--- src/rtl/core/tli_pkg.sv ---
// Package for the table linear interpolator: payload structs, status codes,
// controller states and datapath command/status structs. No dependencies.
`default_nettype none
package tli_pkg;

  localparam int DATA_W = 32;
  localparam int IDX_W  = 5;

  typedef logic [2:0] status_t;
  localparam status_t ST_INTERP    = 3'd0;
  localparam status_t ST_CLAMP_LO  = 3'd1;
  localparam status_t ST_CLAMP_HI  = 3'd2;
  localparam status_t ST_ZERO_SEG  = 3'd3;
  localparam status_t ST_WRITE     = 3'd4;

  localparam logic OP_WRITE = 1'b0;
  localparam logic OP_EVAL  = 1'b1;

  typedef struct packed {
    logic                     op;
    logic [IDX_W-1:0]         entry_index;
    logic signed [DATA_W-1:0] entry_x;
    logic signed [DATA_W-1:0] entry_y;
    logic signed [DATA_W-1:0] query_x;
  } request_t;

  typedef struct packed {
    logic signed [DATA_W-1:0] value;
    logic signed [DATA_W-1:0] slope;
    logic [IDX_W-1:0]         segment;
    status_t                  status;
  } result_t;

  typedef enum logic [3:0] {
    S_IDLE, S_RD_LO, S_CHK_LO, S_CHK_HI, S_SEARCH, S_SRCH_CHK,
    S_RD_SEG, S_PREP, S_DIV_V, S_DIV_S, S_DONE
  } state_t;

  // Commands from the controller to the datapath
  typedef struct packed {
    logic capture;    // latch request, init search bounds
    logic write_mem;  // store one breakpoint
    logic rd_first;   // read entry 0
    logic rd_last;    // read last entry
    logic rd_mid;     // read search midpoint
    logic step;       // update search bounds from read
    logic rd_lo;      // read segment lower entry
    logic rd_hi;      // read segment upper entry
    logic prep;       // form deltas
    logic div_start;  // launch divider
    logic div_sel;    // 0 value quotient, 1 slope quotient
    logic finish;     // form result, pulse strobe
    status_t fin_status;
  } dp_cmd_t;

  // Status from datapath to controller
  typedef struct packed {
    logic le_first;
    logic ge_last;
    logic search_done;
    logic dx_zero;
    logic div_done;
  } dp_stat_t;

endpackage
`default_nettype wire

--- src/rtl/core/tli_control.sv ---
// Controller state machine sequencing table reads, search and division.
// Depends on tli_pkg.
`default_nettype none
module tli_control
  import tli_pkg::*;
(
  input  wire logic     clk,
  input  wire logic     rst,
  input  wire logic     start,
  input  wire logic     op,
  input  wire dp_stat_t stat,
  output dp_cmd_t       cmd,
  output logic          busy
);
  state_t state, state_next;

  always_ff @(posedge clk) begin
    if (rst) state <= S_IDLE;
    else state <= state_next;
  end

  // next state
  always_comb begin
    state_next = state;
    case (state)
      S_IDLE:     if (start) state_next = (op == OP_WRITE) ? S_DONE : S_RD_LO;
      S_RD_LO:    state_next = S_CHK_LO;
      S_CHK_LO:   state_next = stat.le_first ? S_DONE : S_CHK_HI;
      S_CHK_HI:   state_next = stat.ge_last ? S_DONE : S_SEARCH;
      S_SEARCH:   state_next = stat.search_done ? S_RD_SEG : S_SRCH_CHK;
      S_SRCH_CHK: state_next = S_SEARCH;
      S_RD_SEG:   state_next = S_PREP;
      S_PREP:     state_next = S_DIV_V;
      S_DIV_V:    if (stat.dx_zero) state_next = S_DONE;
                  else if (stat.div_done) state_next = S_DIV_S;
      S_DIV_S:    if (stat.div_done) state_next = S_DONE;
      S_DONE:     state_next = S_IDLE;
      default:    state_next = S_IDLE;
    endcase
  end

  logic [1:0] outcome;  // 0 write, 1 lo, 2 hi, 3 other
  logic       divving;
  logic       zero_seen;
  always_ff @(posedge clk) begin
    if (rst) begin
      outcome <= '0; divving <= 1'b0; zero_seen <= 1'b0;
    end else begin
      if (state == S_IDLE && start) begin
        outcome <= 2'd0; zero_seen <= 1'b0;
      end
      if (state == S_CHK_LO) outcome <= stat.le_first ? 2'd1 : 2'd3;
      if (state == S_CHK_HI && stat.ge_last) outcome <= 2'd2;
      if (state == S_DIV_V && stat.dx_zero) zero_seen <= 1'b1;
      // set after the first cycle of a division state, so each launches once
      divving <= (state_next == state) && (state == S_DIV_V || state == S_DIV_S);
    end
  end

  // outputs
  always_comb begin
    cmd = '0;
    busy = state != S_IDLE;
    cmd.div_sel = (state == S_DIV_S);
    case (state)
      S_IDLE: begin
        cmd.capture = start;
        cmd.rd_first = 1'b1;
      end
      S_RD_LO:    cmd.rd_first = 1'b1;
      S_CHK_LO: begin
        cmd.rd_first = stat.le_first;  // keep y[0] for clamp
        cmd.rd_last = !stat.le_first;
      end
      S_CHK_HI:   cmd.rd_last = stat.ge_last;  // keep last y for clamp
      S_SEARCH: begin
        cmd.rd_mid = !stat.search_done;
        cmd.rd_lo = stat.search_done;
      end
      S_SRCH_CHK: cmd.step = 1'b1;
      S_RD_SEG:   cmd.rd_hi = 1'b1;
      S_PREP:     cmd.prep = 1'b1;
      S_DIV_V:    cmd.div_start = !divving && !stat.dx_zero;
      S_DIV_S:    cmd.div_start = !divving;
      S_DONE: begin
        cmd.finish = 1'b1;
        case (outcome)
          2'd0:    cmd.fin_status = ST_WRITE;
          2'd1:    cmd.fin_status = ST_CLAMP_LO;
          2'd2:    cmd.fin_status = ST_CLAMP_HI;
          default: cmd.fin_status = zero_seen ? ST_ZERO_SEG : ST_INTERP;
        endcase
        cmd.write_mem = (outcome == 2'd0);
      end
      default: ;
    endcase
  end
endmodule
`default_nettype wire
--- config.mk ---
export PLATFORM = sky130hd
export DESIGN_NAME = tli_control
export DESIGN_NICKNAME = d
export VERILOG_FILES = /design/src/rtl/core/tli_pkg.sv /design/src/rtl/core/tli_control.sv
export SDC_FILE = /design/constraint.sdc
export NUM_CORES = 1
export LEC_CHECK = 0
export ABC_AREA = 1
export BUFFER_PORTS_ARGS = -buffer_cell sky130_fd_sc_hd__buf_2
export CAP_MARGIN = 20
export CORE_UTILIZATION = 45
export CTS_CLUSTER_SIZE = 12
export DETAILED_ROUTE_END_ITERATION = 10
export PLACE_DENSITY = 0.76
export SLEW_MARGIN = 5
export SYNTH_ARGS = -nofsm -noshare
export SYNTH_HDL_FRONTEND = slang
export SYNTH_SLANG_ARGS = --single-unit
--- constraint.sdc ---
create_clock -name clk -period 1.5 [get_ports clk]
set_input_delay 0.075 -clock clk [delete_from_list [all_inputs] [get_ports clk]]
set_output_delay 0.075 -clock clk [all_outputs]
set_load 0.01 [all_outputs]
Yosys cells after proc, flatten, opt, wreduce, memory -nomap -nowiden
Index checks and enable logic that the tools add are counted.
{"block": "totals", "regBits": 8, "latch_bits": 0, "ram_bits": 0, "romBits": 0, "input_bits": 9, "out_inout_bits": 16, "elab_cells": 64, "memories": 0}
{"block": "op_classes", "n_addsub": 0, "n_mul": 0, "div_mod_pow": 0, "order_cmp": 0, "eq_ne": 13, "shifts": 0, "n_mux": 28, "bitwise": 0, "n_reduce_logical": 18}
{"operator": "$pmux 4 s10", "n": 1}
{"operator": "$mux 4", "n": 8}
{"operator": "$eq 4x3->1 const B", "n": 4}
{"operator": "$eq 4x4->1 const B", "n": 3}
{"operator": "$mux 2", "n": 6}
{"operator": "$mux 1", "n": 9}
{"operator": "$pmux 3 s3", "n": 1}
{"operator": "$eq 4x2->1 const B", "n": 2}
{"operator": "$pmux 1 s2", "n": 3}
{"operator": "$logic_and 1x1->1", "n": 5}
{"operator": "$eq 4x1->1 const B", "n": 1}
{"operator": "$eq 4x4->1", "n": 1}
{"operator": "$logic_not 1->1", "n": 4}
{"operator": "$logic_not 4->1", "n": 1}
{"operator": "$reduce_bool 2->1", "n": 2}
{"operator": "$reduce_bool 4->1", "n": 1}
{"operator": "$reduce_or 2->1", "n": 2}
{"operator": "$reduce_bool 3->1", "n": 1}
{"operator": "$eq 2x1->1 const B", "n": 1}
{"operator": "$eq 2x2->1 const B", "n": 1}
{"operator": "$logic_not 2->1", "n": 1}
{"operator": "$logic_or 1x1->1", "n": 1}

Depth between registers and ports, before layout
Gate-level depths: netlist (run 1).
{"block": "depth", "ltp_word": 5, "mapped_depth": 10, "mapped_depth_nobuf": 10}

Worst setup path before layout (run 1)
OpenSTA, ideal clock, no wires.
{"block": "synth_timing", "path_kind": "register to output", "from": "register state[1]", "to": "output cmd[13] (netlist bit)", "arrival_time_ns": 1.465, "required_time_ns": 1.425, "setup_slack_ns": -0.040, "path_stages_with_launch": 8, "path_buffers": 1, "path_cell_list": "dfxtp_1 > inv_2 > nor2_2 > inv_1 > nor2_1 > inv_1 > nor3_1 > buf_4"}
{"item": "start, declared", "line_no": "tli_control.sv:15", "rtl": "state_t state, state_next;"}
{"item": "start signal, assigned", "line_no": "tli_control.sv:19", "rtl": "else state <= state_next;"}
{"item": "end, declared", "line_no": "tli_control.sv:12", "rtl": "output dp_cmd_t cmd,"}

==> results of run 1 <==
## registers in the layout (all words and copies together) (netlist names)
register and cells:
divving 1, outcome 2, state 4, zero_seen 1
## kinds of logic after synthesis
logic type / Yosys count
compound gates: 11
simple gates: 64
flops: 8
buf+inv: 25
## path summary, 6_finish.rpt
check,startpoint,end,slack [ns],depth (start not counted)
setup reg to reg,state[2],divving,0.19,8
hold reg to reg,zero_seen,zero_seen,0.48,2
hold / removal,rst,state[3],0.1,2
setup / recovery,state[1],cmd[12],0.04,7
## where the power goes
group | internal (mW) | total [mW] | switching [mW]
Sequential | 0.295 | 0.394 | 0.0995
Clock | 0.0920 | 0.172 | 0.0804
Combinational | 0.355 | 0.886 | 0.531
## placed cells by master (no fill, tap or decap), drive strengths merged
master / synthesis / routed
o21ai: 2 / 2
o2111ai: 1 / 1
nand3b: 1 / 1
inv: 23 / 23
nand2: 27 / 27
buf: 2 / 28
clkbuf: 0 / 3
nor2: 19 / 19
nand3: 9 / 9
a31oi: 1 / 1
or2: 1 / 1
a21oi: 6 / 6
dfxtp: 8 / 8
a211oi: 1 / 1
nor3: 7 / 7
## stage by stage
stage / hold WS, ns / power [mW] / TNS (ns) / area, sq um
2_1_floorplan: 0.244 / 0.894 / 0 / 609
3_5_place_dp: 0.363 / 1.10 / 0 / 736
3_3_place_gp: 0.362 / 1.11 / 0 / 736
6_report: 0.0999 / 1.45 / 0 / 840
4_1_cts: 0.0813 / 1.30 / 0 / 767
5_1_grt: 0.105 / 1.57 / -0.0834 / 840
## area by class of cell
type,instances,area [sq um],area share [%]
multi-input cells,75,392,46.6
flip-flops and latches,8,169,20.1
repair buffers,28,150,17.9
inverters,23,88.8,10.6
clock buffers,3,22.5,2.68
well taps,14,17.5,2.09
## per-layer routing
layer	GRT usage (%)	routed length, microns	vias to the layer above
met5	0	0	-
met4	12.9	26	0
met3	5.20	110	4
met2	32.5	738	31
met1	33.0	752	317
li1	-	-	398
## repair_timing
item | in CTS | in global routing
endpoints found under the setup margin | 6 | 6
gates cloned | 0 | 0
hold endpoints to repair | 0 | 0
resized for setup | 4 | 15
pin swaps | 0 | 3
buffers inserted | 0 | 4
==> results.sh, run 1 <==
export IMPL_post_drt_wl_per_cell_microns=10.8
export IMPL_worstHoldPathType="in -> reg"
export IMPL_synth_compound_area_share_pct=10.4
export IMPL_synth_top_cell_area_share_pct=26.5
export IMPL_min_period_ns=1.46
export IMPL_fin_crit_sh_pct=97.1
export IMPL_ctsHoldBuffers=0
export IMPL_fmax_mhz=686
export IMPL_path_cells="inv_4 -> nor2_4 -> buf_4 -> nand2_2 -> nor2_2 -> or2_2 -> buf_2"
export IMPL_grt_util_all_layers_pct=23.5
export IMPL_portBuffers=24
export IMPL_cp_slowest_cell="dfxtp_4"
export IMPL_synth_top_family_by_area="simple AND/OR/NAND/NOR gates"
export IMPL_fp_dieArea_sq_mm=0.00149
export IMPL_stdcell_count=151
export IMPL_ys_warn_count=0
export IMPL_root_buffer="clkbuf_4"
export IMPL_grt_max_degree=9
export IMPL_slew_limit_headroom_pct=76.5
export IMPL_setup_slack_ns=0.0429
export IMPL_grt_pass1_wl_mm=2.32
export IMPL_antenna_cells=0
export IMPL_fp_row_count=12
export IMPL_slowest_delay_ns=0.37
export IMPL_antenna_found_initial=0
export IMPL_gr_total_overflow=0
export IMPL_cts_buffers=3
export IMPL_critPathKind="reg -> out"
export IMPL_dr_pass1_iters=4
export IMPL_synth_adder_area_share_pct=0
export IMPL_synthArstFlopShare_pct=0
export IMPL_chipHeight_microns=38.6
export IMPL_setup_violations=0
export IMPL_synth_area_per_cell_sq_um=5.60
export IMPL_pwr_density_cell_mw_per_mm2=1730
export IMPL_nFillCells=114
export IMPL_routed_wl_mm=1.63
export IMPL_finalHoldViolCount=0
export IMPL_synthCells=108
export IMPL_yosysMostFrequentCell="nand2_1"
export IMPL_fp_dieW_microns=38.6
export IMPL_cp_data_arrival_time_ns=1.38
export IMPL_maxSlewViolCount=0
export IMPL_seq_area_frac_synth_pct=26.5
export IMPL_drcViolationCount=0
export IMPL_start_util_pct=51.6
export IMPL_dp_hpwl_mm=1.25
export IMPL_synth_cell_types=17
export IMPL_syn_nets=117
export IMPL_clk_latency_ns=0.26
export IMPL_cts_tree="done"
export IMPL_drt_iter0_drc=45
export IMPL_cp_start_kind="flop"
export IMPL_htree_num_levels=1
export IMPL_final_core_util_pct=71.7
export IMPL_synth_xor_area_share_pct=0
export IMPL_vias_per_cell=4.97
export IMPL_ys_flop_type="dfxtp_1"
export IMPL_endpoint_kind="output pin"
export IMPL_leakage_nw=0.499
export IMPL_clk_path_buf_depth=2
export IMPL_peakVddDrop_v=0.000936
export IMPL_required_ns=1.42
export IMPL_vias=750
export IMPL_postRouteAntennaNets=0
export IMPL_synth_mux_area_share_pct=0
export IMPL_grt_pass1_vias=534
export IMPL_synthTopCellsByCount="nand2_1, inv_1, nor2_1"
export IMPL_rsz0062_at_grt="yes"
export IMPL_cts_sinks=8
export IMPL_path_clk_slew_ns=0.06
export IMPL_num_io_pins=25
export IMPL_worst_path_max_fanout=4
export IMPL_drive_gt1_share_pct=39.4
export IMPL_ys_top_cells_by_area="dfxtp_1, nand2_1, inv_1, nand3_1, nor2_1"
export IMPL_run_status="finished clean"
export IMPL_nNetsFinal=148
export IMPL_path_buf_inv=3
export IMPL_post_place_ws_ns=0.156
export IMPL_synth_edf_count=0
export IMPL_synth_simple_gate_area_share_pct=47.0
export IMPL_cp_top_family="simple AND/OR/NAND/NOR gates"
export IMPL_yosys_area_top_type="dfxtp_1"
export IMPL_ys_ff_latch=8
export IMPL_fin_skew_ns=0.00145
export IMPL_syn_to_final_growth_pct=38.9
export IMPL_gp_congestion=0.919
export IMPL_synthesis_area_sq_um=604
export IMPL_tightest_slew_ns=0.349
export IMPL_dp_cells=144
export IMPL_drv_cap=0
export IMPL_coreArea_sq_mm=0.00117
Note: power is estimated with default switching activity, not from simulation.
==> run 2, diff against run 1 <==
CORE_UTILIZATION = 39   (was 45)
CTS_BUF_LIST = sky130_fd_sc_hd__clkbuf_2 sky130_fd_sc_hd__clkbuf_4 sky130_fd_sc_hd__clkbuf_8   (was not set)
PLACE_DENSITY = 0.67   (was 0.76)
==> run 2 against run 1 <==
Critical path type unchanged. Combinational power is 7.2% higher. Setup slack improved by 0.0025 ns. Flip-flop and latch count unchanged. Highest routed layer unchanged. Register-to-register slack improved by 0.05 ns. Clock skew rose by 0.0092 ns. Clock-buffer cell count is the same. Sequential power up 5%. Final cell count rose by 2.0%. Hold slack lost 0.0084 ns.
==> results.sh, run 2 (synthesized netlist as in run 1, its figures left out) <==
export IMPL_clk_path_buf_depth=2
export IMPL_dr_pass1_iters=4
export IMPL_fin_crit_sh_pct=97.0
export IMPL_drcViolationCount=0
export IMPL_nNetsFinal=150
export IMPL_routed_wl_mm=1.78
export IMPL_grt_pass1_vias=580
export IMPL_drive_gt1_share_pct=40.3
export IMPL_internal_power_mw=0.785
export IMPL_peakVddDrop_v=0.000978
export IMPL_antenna_cells=0
export IMPL_slew_limit_headroom_pct=84.5
export IMPL_cp_slowest_cell="dfxtp_4"
export IMPL_chipHeight_microns=41.4
export IMPL_coreArea_sq_mm=0.00137
export IMPL_start_util_pct=44.2
export IMPL_slowest_delay_ns=0.37
export IMPL_portBuffers=24
export IMPL_nFillCells=140
export IMPL_cts_buffers=3
export IMPL_run_status="finished clean"
export IMPL_gp_congestion=0.943
export IMPL_worst_path_max_fanout=6
export IMPL_min_period_ns=1.45
export IMPL_required_ns=1.42
export IMPL_critPathKind="reg -> out"
export IMPL_reg_largest_list="state x4, outcome x2"
export IMPL_fp_dieW_microns=41.4
export IMPL_path_clk_slew_ns=0.05
export IMPL_gr_total_overflow=0
export IMPL_endpoint_kind="output pin"
export IMPL_worstHoldPathType="in -> reg"
export IMPL_layout_common_cells="nand2_1, buf_2, inv_1"
export IMPL_final_core_util_pct=62.5
export IMPL_grt_max_degree=9
export IMPL_largest_reg_flops=4
export IMPL_cp_start_kind="flop"
export IMPL_cts_sinks=8
export IMPL_rsz0062_at_grt="yes"
export IMPL_drv_cap=0
export IMPL_ctsHoldBuffers=0
export IMPL_clk_latency_ns=0.26
export IMPL_finalHoldViolCount=0
export IMPL_syn_to_final_growth_pct=41.4
export IMPL_path_cells="inv_4 -> nor2_4 -> buf_4 -> nand2_2 -> nor2_1 -> or2_2 -> buf_2"
export IMPL_pwr_density_cell_mw_per_mm2=1800
export IMPL_htree_num_levels=1
export IMPL_root_buffer="clkbuf_4"
export IMPL_drt_iter0_drc=48
export IMPL_num_io_pins=25
export IMPL_maxSlewViolCount=0
export IMPL_cp_data_arrival_time_ns=1.38
export IMPL_swShare_pct=48.9
export IMPL_netSwitchingPower_mw=0.750
export IMPL_setup_violations=0
export IMPL_cp_top_family="simple AND/OR/NAND/NOR gates"
export IMPL_fin_skew_ns=0.0107
export IMPL_fp_dieArea_sq_mm=0.00171
export IMPL_dp_cells=146
export IMPL_pwr_share_comb_pct=61.9
export IMPL_post_drt_wl_per_cell_microns=11.5
export IMPL_final_common_cell="nand2_1"
export IMPL_fp_row_count=13
export IMPL_dp_hpwl_mm=1.34
export IMPL_grt_util_all_layers_pct=21.8
export IMPL_path_buf_inv=3
export IMPL_tightest_slew_ns=0.230
export IMPL_grt_pass1_wl_mm=2.38
export IMPL_clock_power_share_pct=11.2
export IMPL_largest_register="state"
export IMPL_antenna_found_initial=0
export IMPL_pwr_share_seq_pct=26.9
export IMPL_leakage_nw=0.508
export IMPL_postRouteAntennaNets=0
export IMPL_fmax_mhz=687
export IMPL_cts_tree="done"
export IMPL_vias_per_cell=5.08
export IMPL_vias=782
export IMPL_stdcell_count=154
-- run 2: timing repair --
| item | 4_1_cts | 5_1_grt |
|---|---|---|
| setup buffers | 0 | 5 |
| endpoints found under the setup margin | 6 | 8 |
| gates resized for setup | 4 | 18 |
| pin swaps | 0 | 6 |
| cloned | 0 | 0 |
-- run 2: per-layer routing --
metal	routed length, microns	part of all wire (%)	track usage [%]	vias up
li1	-	-	-	398
met1	773	44	27.7	348
met2	845	48	35.2	34
met3	140	7.9	9.57	2
met4	18	1.0	2.42	0
met5	0	0	0	-
-- run 2: worst reg2reg max path: stages, from the launching register on --
cell and delay [ns]:
dfxtp_4 0.40, nor2_4 0.07, buf_4 0.14, nand3_1 0.09, nand2_1 0.06, nor2_1 0.19, nand2_1 0.08, nand2_1 0.06
nand2_1 0.04, nor2_1 0.08
-- run 2: cell type report --
| class | count | area, sq um | share of cell area [%] |
|---|---|---|---|
| multi-input combinational | 75 | 387 | 45.2 |
| sequential | 8 | 173 | 20.2 |
| timing repair buffer | 30 | 165 | 19.3 |
| inverter | 23 | 88.8 | 10.4 |
| clock buffer | 3 | 22.5 | 2.64 |
| tap | 15 | 18.8 | 2.20 |
-- run 2: path summary, 6_finish.rpt --
path             start        end  slack, ns  depth (start not counted)
max           state[1]    cmd[12]       0.05                          7
min            stat[3]   state[2]       0.09                          3
max reg2reg   state[0]    divving       0.24                          9
min reg2reg  zero_seen  zero_seen       0.47                          2
-- run 2: stage by stage --
stage | hold WS, ns | power, mW | instance area [sq um] | setup WS [ns] | setup TNS (ns)
final | 0.0914 | 1.54 | 855 | 0.0454 | 0
after global routing | 0.0916 | 1.66 | 855 | -0.0460 | -0.100
after CTS | 0.0903 | 1.33 | 776 | 0.0129 | 0
after detailed placement | 0.366 | 1.13 | 744 | 0.165 | 0
after global placement | 0.365 | 1.13 | 744 | 0.146 | 0
after floorplan | 0.244 | 0.894 | 609 | 0.0850 | 0
-- run 2: power by group through the flow --
| stage | combinational (mW) | sequential, mW | clock, mW |
|---|---|---|---|
| floorplan | 0.543 | 0.351 | 0 |
| global placement | 0.757 | 0.371 | 0 |
| detailed placement | 0.760 | 0.372 | 0 |
| CTS | 0.774 | 0.378 | 0.178 |
| global route | 1.05 | 0.428 | 0.187 |
| finish | 0.950 | 0.413 | 0.173 |
==> run 3, diff against run 2 <==
CTS_CLUSTER_DIAMETER = 30   (was not set)
MAX_ROUTING_LAYER = met4   (was not set)
==> run 3 against run 2 <==
Final cell count decreased by 3.2%. Power decreased by 8.6%. Clock skew fell by 0.0063 ns. Global-route usage up 1.2 points. Combinational power decreased by 14%. Largest power group unchanged. Critical path depth did not move. Die area unchanged. First-iteration DRC count shrank 46%. Via count decreased by 5.6%. Clock-buffer cell count did not move. Register-to-register slack about the same.
==> results.sh, run 3 (synthesized netlist as in run 1, its figures left out) <==
export IMPL_run_status="finished clean"
export IMPL_reg_largest_list="state x4, outcome x2"
export IMPL_grt_pass1_wl_mm=2.40
export IMPL_setup_violations=0
export IMPL_antenna_found_initial=0
export IMPL_dp_hpwl_mm=1.29
export IMPL_fp_dieArea_sq_mm=0.00171
export IMPL_drt_iter0_drc=26
export IMPL_drcViolationCount=0
export IMPL_cp_data_arrival_time_ns=1.34
export IMPL_grt_pass1_vias=565
export IMPL_fin_skew_ns=0.00437
export IMPL_pwr_density_cell_mw_per_mm2=1730
export IMPL_worst_path_max_fanout=6
export IMPL_routed_wl_mm=1.64
export IMPL_chipHeight_microns=41.4
export IMPL_min_period_ns=1.41
export IMPL_leakage_nw=0.489
export IMPL_largest_register="state"
export IMPL_grt_util_all_layers_pct=23.1
export IMPL_grt_max_degree=9
export IMPL_slew_limit_headroom_pct=84.4
export IMPL_start_util_pct=44.2
export IMPL_peakVddDrop_v=0.00105
export IMPL_gp_congestion=0.898
export IMPL_critPathKind="reg -> out"
export IMPL_rsz0062_at_grt="yes"
export IMPL_worstHoldPathType="in -> reg"
export IMPL_pwr_share_comb_pct=58.4
export IMPL_clock_power_share_pct=12.5
export IMPL_pwr_share_seq_pct=29.1
export IMPL_cts_sinks=8
export IMPL_finalHoldViolCount=0
export IMPL_clk_path_buf_depth=2
export IMPL_vias_per_cell=4.95
export IMPL_placed_area_sq_um=737
export IMPL_post_drt_wl_per_cell_microns=11.0
export IMPL_largest_reg_flops=4
export IMPL_maxSlewViolCount=0
export IMPL_postRouteAntennaNets=0
export IMPL_fmax_mhz=708
export IMPL_num_io_pins=25
export IMPL_dr_pass1_iters=6
export IMPL_path_clk_slew_ns=0.06
export IMPL_netSwitchingPower_mw=0.704
export IMPL_htree_num_levels=1
export IMPL_gr_total_overflow=0
export IMPL_coreArea_sq_mm=0.00137
export IMPL_vias=738
export IMPL_required_ns=1.42
export IMPL_syn_to_final_growth_pct=34.0
export IMPL_fp_dieW_microns=41.4
export IMPL_cts_buffers=3
export IMPL_final_common_cell="nand2_1"
export IMPL_fin_crit_sh_pct=94.1
export IMPL_root_buffer="clkbuf_4"
export IMPL_final_area_sq_um=810
export IMPL_fp_row_count=13
export IMPL_nFillCells=151
export IMPL_drv_cap=0
export IMPL_endpoint_kind="output pin"
export IMPL_clk_latency_ns=0.26
export IMPL_drive_gt1_share_pct=36.6
export IMPL_tightest_slew_ns=0.234
export IMPL_setup_tns_ns=0
export IMPL_cp_start_kind="flop"
export IMPL_nNetsFinal=145
export IMPL_internal_power_mw=0.699
export IMPL_swShare_pct=50.2
export IMPL_portBuffers=24
export IMPL_cts_tree="done"
export IMPL_antenna_cells=0
export IMPL_layout_common_cells="nand2_1, buf_2, inv_1"
run 3: cell types whose count changed in the layout (fill, tap and decap cells not counted):
cell     previous run  this run
buf_4               6         1
inv_1              17        19
inv_2               5         3
nor2_2              5         7
dfxtp_2             1         2
dfxtp_4             3         2
nand2_1            26        27
nand2_2             1         0
nor2_1              9         8
nor2_4              5         4
run 3: through the flow:
stage / instances / hold slack, ns / utilization, % / total power, mW / setup slack, ns
2_1_floorplan: 108 / 0.244 / - / 0.894 / 0.0850
3_3_place_gp: 145 / 0.363 / 53.9 / 1.10 / 0.160
3_5_place_dp: 145 / 0.363 / 53.9 / 1.11 / 0.171
4_1_cts: 148 / 0.0860 / 56.2 / 1.32 / 0.0114
5_1_grt: 149 / 0.0848 / 59.2 / 1.54 / -0.0110
6_report: 149 / 0.0831 / 59.2 / 1.40 / 0.0880
run 3: power groups by stage:
stage          Combinational (mW)  Sequential [mW]  Clock [mW]
6_report                    0.820            0.408       0.176
5_1_grt                     0.926            0.421       0.190
4_1_cts                     0.754            0.381       0.181
3_5_place_dp                0.733            0.372           0
3_3_place_gp                0.735            0.370           0
2_1_floorplan               0.543            0.351           0
run 3: final timing paths:
kind | startpoint | to | slack [ns] | cells past startpoint
hold / removal | stat[3] | state[2] | 0.08 | 3
setup reg to reg | state[1] | divving | 0.25 | 10
hold reg to reg | zero_seen | zero_seen | 0.48 | 2
setup / recovery | state[1] | cmd[1] | 0.09 | 7
run 3: what timing repair did:
item | 4_1_cts | 5_1_grt
hold buffers | 0 | 0
setup buffers | 0 | 1
resized for setup | 4 | 14
endpoints found under the setup margin | 6 | 8
pin swaps | 0 | 1
cloned | 0 | 0
run 3: final cells by class:
class	count	area, sq um	area share (%)
tap	15	18.8	2.32
sequential	8	170	21.0
inverter	23	88.8	11.0
multi-input combinational	75	382	47.1
timing repair buffer	25	128	15.8
clock buffer	3	22.5	2.78
run 3: layer usage:
layer | global-route usage, % | vias up | routed length [microns]
li1 | - | 390 | -
met1 | 29.8 | 323 | 791
met2 | 33.6 | 25 | 749
met3 | 7.98 | 0 | 99
met4 | 7.26 | 0 | 0
met5 | - | - | 0
run 3: worst max-delay path, stage by stage, from the launching register on:
cell	delay (ns)
dfxtp_4	0.40
inv_4	0.06
nor2_4	0.14
inv_2	0.06
nor2_4	0.09
inv_2	0.05
nor3_1	0.12
buf_2	0.15
